## src/hw/rtl/fhcf_pkg.sv

```systemverilog
// Shared types and constants of the fan hysteresis and colour fade block.
`default_nettype none

package fhcf_pkg;

    localparam int TEMP_W    = 19;
    localparam int COLOR_W   = 29;
    localparam int TRIP_W    = 4;
    localparam int FADE_W    = 5;
    localparam int CFG_W     = 29;
    localparam int CFG_IDX_W = 3;
    localparam int DIV_W     = TEMP_W + 1;

    localparam logic [CFG_IDX_W-1:0] CFG_TEMP_HIGH  = 3'd0;
    localparam logic [CFG_IDX_W-1:0] CFG_TEMP_LOW   = 3'd1;
    localparam logic [CFG_IDX_W-1:0] CFG_TRIP_COUNT = 3'd2;
    localparam logic [CFG_IDX_W-1:0] CFG_FADE_STEPS = 3'd3;
    localparam logic [CFG_IDX_W-1:0] CFG_COLOR_COLD = 3'd4;
    localparam logic [CFG_IDX_W-1:0] CFG_COLOR_HOT  = 3'd5;

    localparam logic signed [TEMP_W-1:0] TEMP_HIGH_RST  = 19'sd65000;
    localparam logic signed [TEMP_W-1:0] TEMP_LOW_RST   = 19'sd40000;
    localparam logic [TRIP_W-1:0]        TRIP_COUNT_RST = 4'd3;
    localparam logic [FADE_W-1:0]        FADE_STEPS_RST = 5'd10;
    localparam logic [COLOR_W-1:0]       COLOR_COLD_RST = 29'h1000FF00;
    localparam logic [COLOR_W-1:0]       COLOR_HOT_RST  = 29'h10FF0000;
    localparam logic [TRIP_W-1:0]        HOT_COUNT_MAX  = 4'd15;

    typedef struct packed {
        logic load_sample;
        logic set_direct;
        logic div_start_ratio;
        logic div_start_step;
        logic take_quot;
        logic mix_step;
        logic mul;
        logic store_target;
        logic step_init;
        logic step_inc;
        logic emit;
        logic commit_held;
    } fhcf_cmd_t;

    typedef struct packed {
        logic ratio_direct;
        logic div_busy;
        logic div_done;
        logic n_zero;
        logic step_last;
        logic out_free;
    } fhcf_status_t;

endpackage

`default_nettype wire

```

## src/hw/rtl/fan_hysteresis_color_fade.sv

```systemverilog
// Top level of the thermostat fan controller with hysteresis and a fading status colour.
// With F = RATIO_FRAC_BITS and n fade steps, the ratio divide and each fade step use a
// serial divider giving an F + 1 bit quotient; each divide is followed by a multiply and add.
// The ratio divide is skipped when the ratio is clamped.
// The last output word of a sample may wait while the next sample is taken in.
// Reset clears the thermostat state and loads the default configuration at once.
`default_nettype none

module fan_hysteresis_color_fade
    import fhcf_pkg::*;
#(
    parameter int MAX_FADE_STEPS  = 16,
    parameter int RATIO_FRAC_BITS = 16
)
(
    input  logic                     clk,
    input  logic                     rst_n,
    input  logic                     cfg_we,
    input  logic [CFG_IDX_W-1:0]     cfg_index,
    input  logic [CFG_W-1:0]         cfg_data,
    input  logic                     in_valid,
    output logic                     in_ready,
    input  logic signed [TEMP_W-1:0] temperature,
    output logic                     out_valid,
    input  logic                     out_ready,
    output logic                     fan_on,
    output logic [7:0]               red,
    output logic [7:0]               green,
    output logic [7:0]               blue,
    output logic [4:0]               brightness,
    output logic                     led_update,
    output logic                     last_step
);

    fhcf_cmd_t    cmd;
    fhcf_status_t status;

    fhcf_ctrl u_ctrl (
        .clk      (clk),
        .rst_n    (rst_n),
        .in_valid (in_valid),
        .in_ready (in_ready),
        .status   (status),
        .cmd      (cmd)
    );

    fhcf_datapath #(
        .MAX_FADE_STEPS  (MAX_FADE_STEPS),
        .RATIO_FRAC_BITS (RATIO_FRAC_BITS)
    ) u_datapath (
        .clk         (clk),
        .rst_n       (rst_n),
        .cfg_we      (cfg_we),
        .cfg_index   (cfg_index),
        .cfg_data    (cfg_data),
        .temperature (temperature),
        .cmd         (cmd),
        .status      (status),
        .out_ready   (out_ready),
        .out_valid   (out_valid),
        .fan_on      (fan_on),
        .red         (red),
        .green       (green),
        .blue        (blue),
        .brightness  (brightness),
        .led_update  (led_update),
        .last_step   (last_step)
    );

    // An accepted sample takes the controller out of idle, so in_ready is low in the next cycle.
    assert property (@(posedge clk) disable iff (!rst_n)
        in_valid && in_ready |=> !in_ready)
        else $error("input accepted twice in a row");

    // A new output word is never loaded over one that has not been taken.
    assert property (@(posedge clk) disable iff (!rst_n)
        cmd.emit |-> status.out_free)
        else $error("output word overwritten");

    // The divider is only started when it is free.
    assert property (@(posedge clk) disable iff (!rst_n)
        (cmd.div_start_ratio || cmd.div_start_step) |-> !status.div_busy)
        else $error("divider restarted while busy");

    // A loaded output word enters the output register.
    assert property (@(posedge clk) disable iff (!rst_n)
        cmd.emit |=> out_valid)
        else $error("output word lost");

endmodule

`default_nettype wire

```

## src/hw/rtl/fhcf_divider.sv

```systemverilog
// Serial restoring divider giving floor(num * 2^(QW-1) / den) for num not above den.
`default_nettype none

module fhcf_divider
    import fhcf_pkg::*;
#(
    parameter int QW = 17
)
(
    input  logic              clk,
    input  logic              rst_n,
    input  logic              start,
    input  logic [DIV_W-1:0]  num,
    input  logic [DIV_W-1:0]  den,
    output logic              busy,
    output logic              done,
    output logic [QW-1:0]     quot
);

    localparam int CW = $clog2(QW + 1);

    logic [DIV_W:0]   rem_reg;
    logic [DIV_W:0]   rem_next;
    logic [DIV_W-1:0] den_reg;
    logic [QW-1:0]    quot_reg;
    logic [QW-1:0]    quot_next;
    logic [CW-1:0]    cnt_reg;
    logic             busy_reg;
    logic             done_reg;
    logic             ge;
    logic [DIV_W:0]   base;

    always_comb
    begin
        ge        = rem_reg >= {1'b0, den_reg};
        base      = ge ? (rem_reg - {1'b0, den_reg}) : rem_reg;
        rem_next  = {base[DIV_W-1:0], 1'b0};
        quot_next = {quot_reg[QW-2:0], ge};
    end

    always_ff @(posedge clk or negedge rst_n)
    begin
        if (!rst_n)
        begin
            busy_reg <= 1'b0;
            done_reg <= 1'b0;
            cnt_reg  <= '0;
        end
        else
        begin
            done_reg <= busy_reg && (cnt_reg == CW'(1));
            if (start)
            begin
                busy_reg <= 1'b1;
                cnt_reg  <= CW'(QW);
            end
            else if (busy_reg)
            begin
                cnt_reg <= cnt_reg - CW'(1);
                if (cnt_reg == CW'(1))
                begin
                    busy_reg <= 1'b0;
                end
            end
        end
    end

    always_ff @(posedge clk)
    begin
        if (start)
        begin
            rem_reg  <= {1'b0, num};
            den_reg  <= den;
            quot_reg <= '0;
        end
        else if (busy_reg)
        begin
            rem_reg  <= rem_next;
            quot_reg <= quot_next;
        end
    end

    assign busy = busy_reg;
    assign done = done_reg;
    assign quot = quot_reg;

endmodule

`default_nettype wire

```

## src/hw/rtl/fhcf_datapath.sv

```systemverilog
// Datapath: configuration registers, thermostat state, ratio divider, colour mixer and output word.
`default_nettype none

module fhcf_datapath
    import fhcf_pkg::*;
#(
    parameter int MAX_FADE_STEPS  = 16,
    parameter int RATIO_FRAC_BITS = 16
)
(
    input  logic                     clk,
    input  logic                     rst_n,
    input  logic                     cfg_we,
    input  logic [CFG_IDX_W-1:0]     cfg_index,
    input  logic [CFG_W-1:0]         cfg_data,
    input  logic signed [TEMP_W-1:0] temperature,
    input  fhcf_cmd_t                cmd,
    output fhcf_status_t             status,
    input  logic                     out_ready,
    output logic                     out_valid,
    output logic                     fan_on,
    output logic [7:0]               red,
    output logic [7:0]               green,
    output logic [7:0]               blue,
    output logic [4:0]               brightness,
    output logic                     led_update,
    output logic                     last_step
);

    localparam int QW = RATIO_FRAC_BITS + 1;
    localparam int NW = $clog2(MAX_FADE_STEPS + 1);
    localparam int PW = QW + 10;
    localparam logic [QW-1:0] RATIO_ONE = QW'(1) << RATIO_FRAC_BITS;

    logic signed [TEMP_W-1:0] temp_high_reg;
    logic signed [TEMP_W-1:0] temp_low_reg;
    logic [TRIP_W-1:0]        trip_count_reg;
    logic [FADE_W-1:0]        fade_steps_reg;
    logic [COLOR_W-1:0]       color_cold_reg;
    logic [COLOR_W-1:0]       color_hot_reg;

    logic [TRIP_W-1:0]        hot_count_reg;
    logic [TRIP_W-1:0]        hot_count_next;
    logic                     fan_reg;
    logic                     fan_next;
    logic                     fan_mid;
    logic                     started_reg;
    logic signed [TEMP_W-1:0] temp_reg;
    logic [COLOR_W-1:0]       held_reg;
    logic [COLOR_W-1:0]       target_reg;
    logic [23:0]              prev_rgb_reg;
    logic [QW-1:0]            ratio_reg;
    logic [NW-1:0]            step_reg;
    logic [NW-1:0]            n_val;

    logic signed [PW-1:0]     prod_reg [4];
    logic signed [PW-1:0]     prod_next [4];
    logic signed [PW-1:0]     shifted [4];
    logic [7:0]               chan_a [4];
    logic [7:0]               chan_b [4];
    logic [7:0]               chan_mix [4];
    logic signed [8:0]        chan_diff;
    logic [COLOR_W-1:0]       from_c;
    logic [COLOR_W-1:0]       to_c;
    logic [COLOR_W-1:0]       mix_c;

    logic signed [TEMP_W:0]   num_s;
    logic signed [TEMP_W:0]   den_s;
    logic [DIV_W-1:0]         div_num;
    logic [DIV_W-1:0]         div_den;
    logic                     div_busy;
    logic                     div_done;
    logic [QW-1:0]            div_quot;

    logic                     out_valid_reg;
    logic                     fan_out_reg;
    logic [7:0]               red_reg;
    logic [7:0]               green_reg;
    logic [7:0]               blue_reg;
    logic [4:0]               brightness_reg;
    logic                     led_update_reg;
    logic                     last_step_reg;

    always_ff @(posedge clk or negedge rst_n)
    begin
        if (!rst_n)
        begin
            temp_high_reg  <= TEMP_HIGH_RST;
            temp_low_reg   <= TEMP_LOW_RST;
            trip_count_reg <= TRIP_COUNT_RST;
            fade_steps_reg <= FADE_STEPS_RST;
            color_cold_reg <= COLOR_COLD_RST;
            color_hot_reg  <= COLOR_HOT_RST;
        end
        else if (cfg_we)
        begin
            case (cfg_index)
                CFG_TEMP_HIGH:  temp_high_reg  <= cfg_data[TEMP_W-1:0];
                CFG_TEMP_LOW:   temp_low_reg   <= cfg_data[TEMP_W-1:0];
                CFG_TRIP_COUNT: trip_count_reg <= cfg_data[TRIP_W-1:0];
                CFG_FADE_STEPS: fade_steps_reg <= cfg_data[FADE_W-1:0];
                CFG_COLOR_COLD: color_cold_reg <= cfg_data[COLOR_W-1:0];
                CFG_COLOR_HOT:  color_hot_reg  <= cfg_data[COLOR_W-1:0];
                default:        ;
            endcase
        end
    end

    always_comb
    begin
        hot_count_next = '0;
        fan_mid        = fan_reg;
        if ((temperature >= temp_high_reg) && !fan_reg)
        begin
            hot_count_next = (hot_count_reg == HOT_COUNT_MAX) ? hot_count_reg
                                                              : hot_count_reg + TRIP_W'(1);
            if (hot_count_next == trip_count_reg)
            begin
                fan_mid = 1'b1;
            end
        end
        fan_next = ((temperature <= temp_low_reg) && fan_mid) ? 1'b0 : fan_mid;
    end

    always_comb
    begin
        if (32'(fade_steps_reg) > 32'(MAX_FADE_STEPS))
        begin
            n_val = NW'(MAX_FADE_STEPS);
        end
        else
        begin
            n_val = NW'(fade_steps_reg);
        end
    end

    always_comb
    begin
        num_s = {temp_reg[TEMP_W-1], temp_reg} - {temp_low_reg[TEMP_W-1], temp_low_reg};
        den_s = {temp_high_reg[TEMP_W-1], temp_high_reg}
              - {temp_low_reg[TEMP_W-1], temp_low_reg};
        if (cmd.div_start_step)
        begin
            div_num = DIV_W'(step_reg);
            div_den = DIV_W'(n_val);
        end
        else
        begin
            div_num = num_s;
            div_den = den_s;
        end
    end

    fhcf_divider #(
        .QW (QW)
    ) u_divider (
        .clk   (clk),
        .rst_n (rst_n),
        .start (cmd.div_start_ratio | cmd.div_start_step),
        .num   (div_num),
        .den   (div_den),
        .busy  (div_busy),
        .done  (div_done),
        .quot  (div_quot)
    );

    always_comb
    begin
        from_c = cmd.mix_step ? held_reg : color_cold_reg;
        to_c   = cmd.mix_step ? target_reg : color_hot_reg;
        chan_a[0] = from_c[7:0];
        chan_a[1] = from_c[15:8];
        chan_a[2] = from_c[23:16];
        chan_a[3] = {3'b000, from_c[28:24]};
        chan_b[0] = to_c[7:0];
        chan_b[1] = to_c[15:8];
        chan_b[2] = to_c[23:16];
        chan_b[3] = {3'b000, to_c[28:24]};
        for (int k = 0; k < 4; k++)
        begin
            chan_diff    = $signed({1'b0, chan_b[k]}) - $signed({1'b0, chan_a[k]});
            prod_next[k] = PW'(chan_diff) * PW'($signed({1'b0, ratio_reg}));
            shifted[k]   = prod_reg[k] >>> RATIO_FRAC_BITS;
            chan_mix[k]  = chan_a[k] + shifted[k][7:0];
        end
        mix_c = {chan_mix[3][4:0], chan_mix[2], chan_mix[1], chan_mix[0]};
    end

    always_ff @(posedge clk or negedge rst_n)
    begin
        if (!rst_n)
        begin
            hot_count_reg <= '0;
            fan_reg       <= 1'b0;
            started_reg   <= 1'b0;
            step_reg      <= '0;
            out_valid_reg <= 1'b0;
        end
        else
        begin
            if (cmd.load_sample)
            begin
                hot_count_reg <= hot_count_next;
                fan_reg       <= fan_next;
                started_reg   <= 1'b1;
            end
            if (cmd.step_init)
            begin
                step_reg <= NW'(1);
            end
            else if (cmd.step_inc)
            begin
                step_reg <= step_reg + NW'(1);
            end
            if (cmd.emit)
            begin
                out_valid_reg <= 1'b1;
            end
            else if (out_ready)
            begin
                out_valid_reg <= 1'b0;
            end
        end
    end

    always_ff @(posedge clk)
    begin
        if (cmd.load_sample)
        begin
            temp_reg <= temperature;
            if (!started_reg)
            begin
                held_reg     <= color_cold_reg;
                prev_rgb_reg <= color_cold_reg[23:0];
            end
            else
            begin
                prev_rgb_reg <= held_reg[23:0];
            end
        end
        if (cmd.set_direct)
        begin
            ratio_reg <= (temp_reg > temp_high_reg && !(temp_reg < temp_low_reg)) ? RATIO_ONE
                                                                                  : '0;
        end
        else if (cmd.take_quot)
        begin
            ratio_reg <= div_quot;
        end
        if (cmd.mul)
        begin
            for (int k = 0; k < 4; k++)
            begin
                prod_reg[k] <= prod_next[k];
            end
        end
        if (cmd.store_target)
        begin
            target_reg <= mix_c;
        end
        if (cmd.commit_held)
        begin
            held_reg <= target_reg;
        end
        if (cmd.emit)
        begin
            fan_out_reg    <= fan_reg;
            red_reg        <= mix_c[23:16];
            green_reg      <= mix_c[15:8];
            blue_reg       <= mix_c[7:0];
            brightness_reg <= mix_c[28:24];
            led_update_reg <= mix_c[23:0] != prev_rgb_reg;
            last_step_reg  <= step_reg == n_val;
            prev_rgb_reg   <= mix_c[23:0];
        end
    end

    always_comb
    begin
        status.ratio_direct = (temp_reg < temp_low_reg) || (temp_reg > temp_high_reg)
                           || (temp_high_reg == temp_low_reg);
        status.div_busy     = div_busy;
        status.div_done     = div_done;
        status.n_zero       = n_val == '0;
        status.step_last    = step_reg == n_val;
        status.out_free     = !out_valid_reg || out_ready;
    end

    assign out_valid  = out_valid_reg;
    assign fan_on     = fan_out_reg;
    assign red        = red_reg;
    assign green      = green_reg;
    assign blue       = blue_reg;
    assign brightness = brightness_reg;
    assign led_update = led_update_reg;
    assign last_step  = last_step_reg;

endmodule

`default_nettype wire

```

## src/hw/rtl/fhcf_ctrl.sv

```systemverilog
// Controller state machine sequencing the ratio, the target colour and the fade steps.
`default_nettype none

module fhcf_ctrl
    import fhcf_pkg::*;
(
    input  logic         clk,
    input  logic         rst_n,
    input  logic         in_valid,
    output logic         in_ready,
    input  fhcf_status_t status,
    output fhcf_cmd_t    cmd
);

    localparam logic [3:0] S_IDLE  = 4'd0;
    localparam logic [3:0] S_RATIO = 4'd1;
    localparam logic [3:0] S_DIVR  = 4'd2;
    localparam logic [3:0] S_MULT  = 4'd3;
    localparam logic [3:0] S_ADDT  = 4'd4;
    localparam logic [3:0] S_STEP  = 4'd5;
    localparam logic [3:0] S_DIVS  = 4'd6;
    localparam logic [3:0] S_MULS  = 4'd7;
    localparam logic [3:0] S_EMIT  = 4'd8;

    logic [3:0] state_reg;
    logic [3:0] state_next;

    always_comb
    begin
        cmd        = '0;
        state_next = state_reg;
        in_ready   = 1'b0;
        case (state_reg)
            S_IDLE:
            begin
                in_ready = 1'b1;
                if (in_valid)
                begin
                    cmd.load_sample = 1'b1;
                    state_next      = S_RATIO;
                end
            end
            S_RATIO:
            begin
                if (status.ratio_direct)
                begin
                    cmd.set_direct = 1'b1;
                    state_next     = S_MULT;
                end
                else
                begin
                    cmd.div_start_ratio = 1'b1;
                    state_next          = S_DIVR;
                end
            end
            S_DIVR:
            begin
                if (status.div_done)
                begin
                    cmd.take_quot = 1'b1;
                    state_next    = S_MULT;
                end
            end
            S_MULT:
            begin
                cmd.mul    = 1'b1;
                state_next = S_ADDT;
            end
            S_ADDT:
            begin
                cmd.store_target = 1'b1;
                cmd.step_init    = 1'b1;
                state_next       = S_STEP;
            end
            S_STEP:
            begin
                if (status.n_zero)
                begin
                    cmd.commit_held = 1'b1;
                    state_next      = S_IDLE;
                end
                else
                begin
                    cmd.div_start_step = 1'b1;
                    state_next         = S_DIVS;
                end
            end
            S_DIVS:
            begin
                if (status.div_done)
                begin
                    cmd.take_quot = 1'b1;
                    state_next    = S_MULS;
                end
            end
            S_MULS:
            begin
                cmd.mix_step = 1'b1;
                cmd.mul      = 1'b1;
                state_next   = S_EMIT;
            end
            S_EMIT:
            begin
                cmd.mix_step = 1'b1;
                if (status.out_free)
                begin
                    cmd.emit = 1'b1;
                    if (status.step_last)
                    begin
                        cmd.commit_held = 1'b1;
                        state_next      = S_IDLE;
                    end
                    else
                    begin
                        cmd.step_inc = 1'b1;
                        state_next   = S_STEP;
                    end
                end
            end
            default:
            begin
                state_next = S_IDLE;
            end
        endcase
    end

    always_ff @(posedge clk or negedge rst_n)
    begin
        if (!rst_n)
        begin
            state_reg <= S_IDLE;
        end
        else
        begin
            state_reg <= state_next;
        end
    end

endmodule

`default_nettype wire

```

## config.mk

```make
export PLATFORM = sky130hd
export DESIGN_NAME = fan_hysteresis_color_fade
export DESIGN_NICKNAME = d
export VERILOG_FILES = /design/src/hw/rtl/fhcf_pkg.sv /design/src/hw/rtl/fan_hysteresis_color_fade.sv /design/src/hw/rtl/fhcf_divider.sv /design/src/hw/rtl/fhcf_datapath.sv /design/src/hw/rtl/fhcf_ctrl.sv
export SDC_FILE = /design/constraint.sdc
export NUM_CORES = 2
export LEC_CHECK = 0
export BUFFER_PORTS_ARGS = -buffer_cell sky130_fd_sc_hd__buf_4
export CORE_ASPECT_RATIO = 2
export CORE_MARGIN = 10
export CORE_UTILIZATION = 40
export DETAILED_ROUTE_END_ITERATION = 10
export PLACE_DENSITY = 0.55
export SLEW_MARGIN = 10
export SYNTH_ARGS = -nofsm -noshare
export SYNTH_HDL_FRONTEND = slang
export SYNTH_SLANG_ARGS = --single-unit
```

## constraint.sdc

```tcl
create_clock -name clk -period 11.7 [get_ports clk]
set_input_delay 1.17 -clock clk [delete_from_list [all_inputs] [get_ports clk]]
set_output_delay 1.17 -clock clk [all_outputs]
set_load 0.03 [all_outputs]
```

==> results.cfg <==
[global_route]
grt_max_degree = 73
first_global_vias = 28880
grt_pass1_wl_um = 169900
grt_usage = 0.2083
grt_overflow_total = 0
grt_antenna_before_repair = 0

[route]
routed_wl_um = 110300
drc_errors = 0
drt-initial-drc-count = 1202
route.met2.wl_um = 62960
ant_nets = 0
vias_per_cell = 5.329
wl_met1_um = 35400
met3_length_um = 2608
top_layer_used = met4
wire_per_inst_um = 22.28
first_pass_iters = 5
vias = 26378

[setup_path]
endpoint = u_datapath.prod_reg[2][23]
timing.rr.end = u_datapath.prod_reg[2][23]
cp-end-kind = flip-flop
slowest_delay_ps = 930
cp.arrival_ps = 9850
cpMostUsedCell = fa_1
r2r.worst_path.cells = 30
rr_startpoint = u_ctrl.state_reg[3]
crit_path_start = u_ctrl.state_reg[3]
critical_path_peak_fanout = 32
cp.depth = 30
rrSetupSlack_ps = 2160
critPathBufInv = 4
worstPathRequired_ps = 12010
path_delay_family = adder cells
startpoint_type = flip-flop
crit_type = flip-flop to flip-flop
slowest_stage = nor4b_1

[cts]
cts_sinks = 365
numCtsBuffers = 35
clk_path_buf_depth = 3
path_clk_slew_ps = 70
cts_tree = done
clock_latency_ps = 570
post_cts_buffers = 0
cts_resized = 0
hold_buffers = 0
root_buffer = clkbuf_16
h-tree-depth = 2

[synthesis]
synthCells = 3686
synth-simple-area-share = 0.1613
synth_area_mm2 = 0.03698
synth-adder-area-share = 0.3317
yosysWarnings = 0
syn_area_per_cell_um2 = 10.03
synth_nets = 4490
yosysMostFrequentCell = nand2_1
synth_cell_types = 82
async_flop_share = 0.3507
seq_area_frac_synth = 0.2755
synthMuxAreaShare = 0.05191
synth_top_area_share = 0.2090
synth_seq_cells = 365
synth.largest_area_cell = fa_1
synth_top_family_by_area = adder cells
synth_compound_area_frac = 0.08168
synth_area_leaders = fa_1 21%, edfxtp_1 18%, ha_1 12%
synth_common_cells = 430 x nand2_1, 408 x inv_1, 386 x fa_1
synth-edff-count = 219
synth-xor-area-share = 0.04091
synth_ff_type = edfxtp_1

[die]
die_h_um = 450.0
start_util = 0.4031
coreArea_mm2 = 0.09174
dieArea_mm2 = 0.1057
die_w_um = 235.0
row_count = 157
ioPinCount = 90

[timing]
clock.fmax_mhz = 104.8
rsz0062_at_grt = no
relSlewSlack = 0.2235
setup_viol = 0
whs_ps = 496.3
finalCritPeriodShare = 0.8152
fin_skew_ps = 20.48
period_minus_slack_ps = 9538
finalSetupTns_ps = 0
slew_violations = 0
worstMarginPinSlew_ps = 1154
hold_viol = 0

[cells_and_area]
drive_gt1_frac = 0.1107
postLayoutCoreUtil = 0.4409
fillCellCount = 8820
fin_cells = 4950
fin_nets = 4535
multi_input_area_mm2 = 0.02479
area_growth_pct = 9.393
regArea_mm2 = 0.01019

[hold_path]
min_from = u_datapath.fan_reg
hold_class = flip-flop to flip-flop

[run]
drv_cap = 0

[placement]
dpl.hpwl_um = 87870
gp_congestion = 0.9202
dp.cells = 4886
numPortBuffers = 89

[outcome]
run_status = complete, no violations
cells in the final DEF (no fill, tap or decap), types with 49 or more instances in the layout:
cell	instances
nor2b_1	49
nor2_1	172
o21ai_0	141
dfrtp_1	89
a21oi_1	104
mux2_2	99
xor2_1	54
nand2_1	430
edfxtp_1	219
mux2i_1	79
inv_1	408
xnor2_1	109
nand2b_1	103
buf_4	154
fa_1	386
ha_1	362
and2_1	238
layout make-up:
cell class,count,share of cell area
diodes,1,0.00006186
clock buffers,44,0.02502
clock inverters,19,0.006527
inverters,409,0.03798
multi-input cells,2765,0.6128
flip-flops and latches,365,0.2519
well taps,1192,0.03687
repair buffers,155,0.02886
worst min path at each step:
| stage | endpoint | depth (start not counted) |
|---|---|---|
| after floorplan | u_datapath.fan_on | 0 |
| after global placement | u_datapath.fan_on | 0 |
| after detailed placement | u_datapath.fan_on | 0 |
| after CTS | u_datapath.fan_on | 0 |
| final | u_datapath.fan_on | 0 |
| after global routing | u_datapath.fan_on | 0 |
metrics by stage:
| step | instance area [µm²] | setup slack (ps) |
|---|---|---|
| 2_1_floorplan | 36980 | 3413 |
| 3_3_place_gp | 39170 | 2366 |
| 3_5_place_dp | 39170 | 2159 |
| 4_1_cts | 40450 | 2110 |
| 5_1_grt | 40450 | 1492 |
| 6_report | 40450 | 2162 |
metal layers:
metal | track usage | up-vias
li1 | - | 12346
met2 | 0.4209 | 469
met5 | 0 | -
met1 | 0.1857 | 13337
met3 | 0.01730 | 226
met4 | 0.1550 | 0
kinds of logic (layout without fill, tap and decap cells):
logic type | Yosys count | count (layout)
AOI/OAI and AO/OA | 476 | 476
xor gates and xnor gates | 169 | 169
adders and majority gates | 749 | 749
buffers and inverters | 556 | 627
DFF | 365 | 365
muxes | 179 | 179
other | 0 | 1
and+or+nand+nor | 1192 | 1192
Power is left out: the tool's default activity adds up to more than one toggle a clock period on the data nets, which glitch-free logic cannot reach.
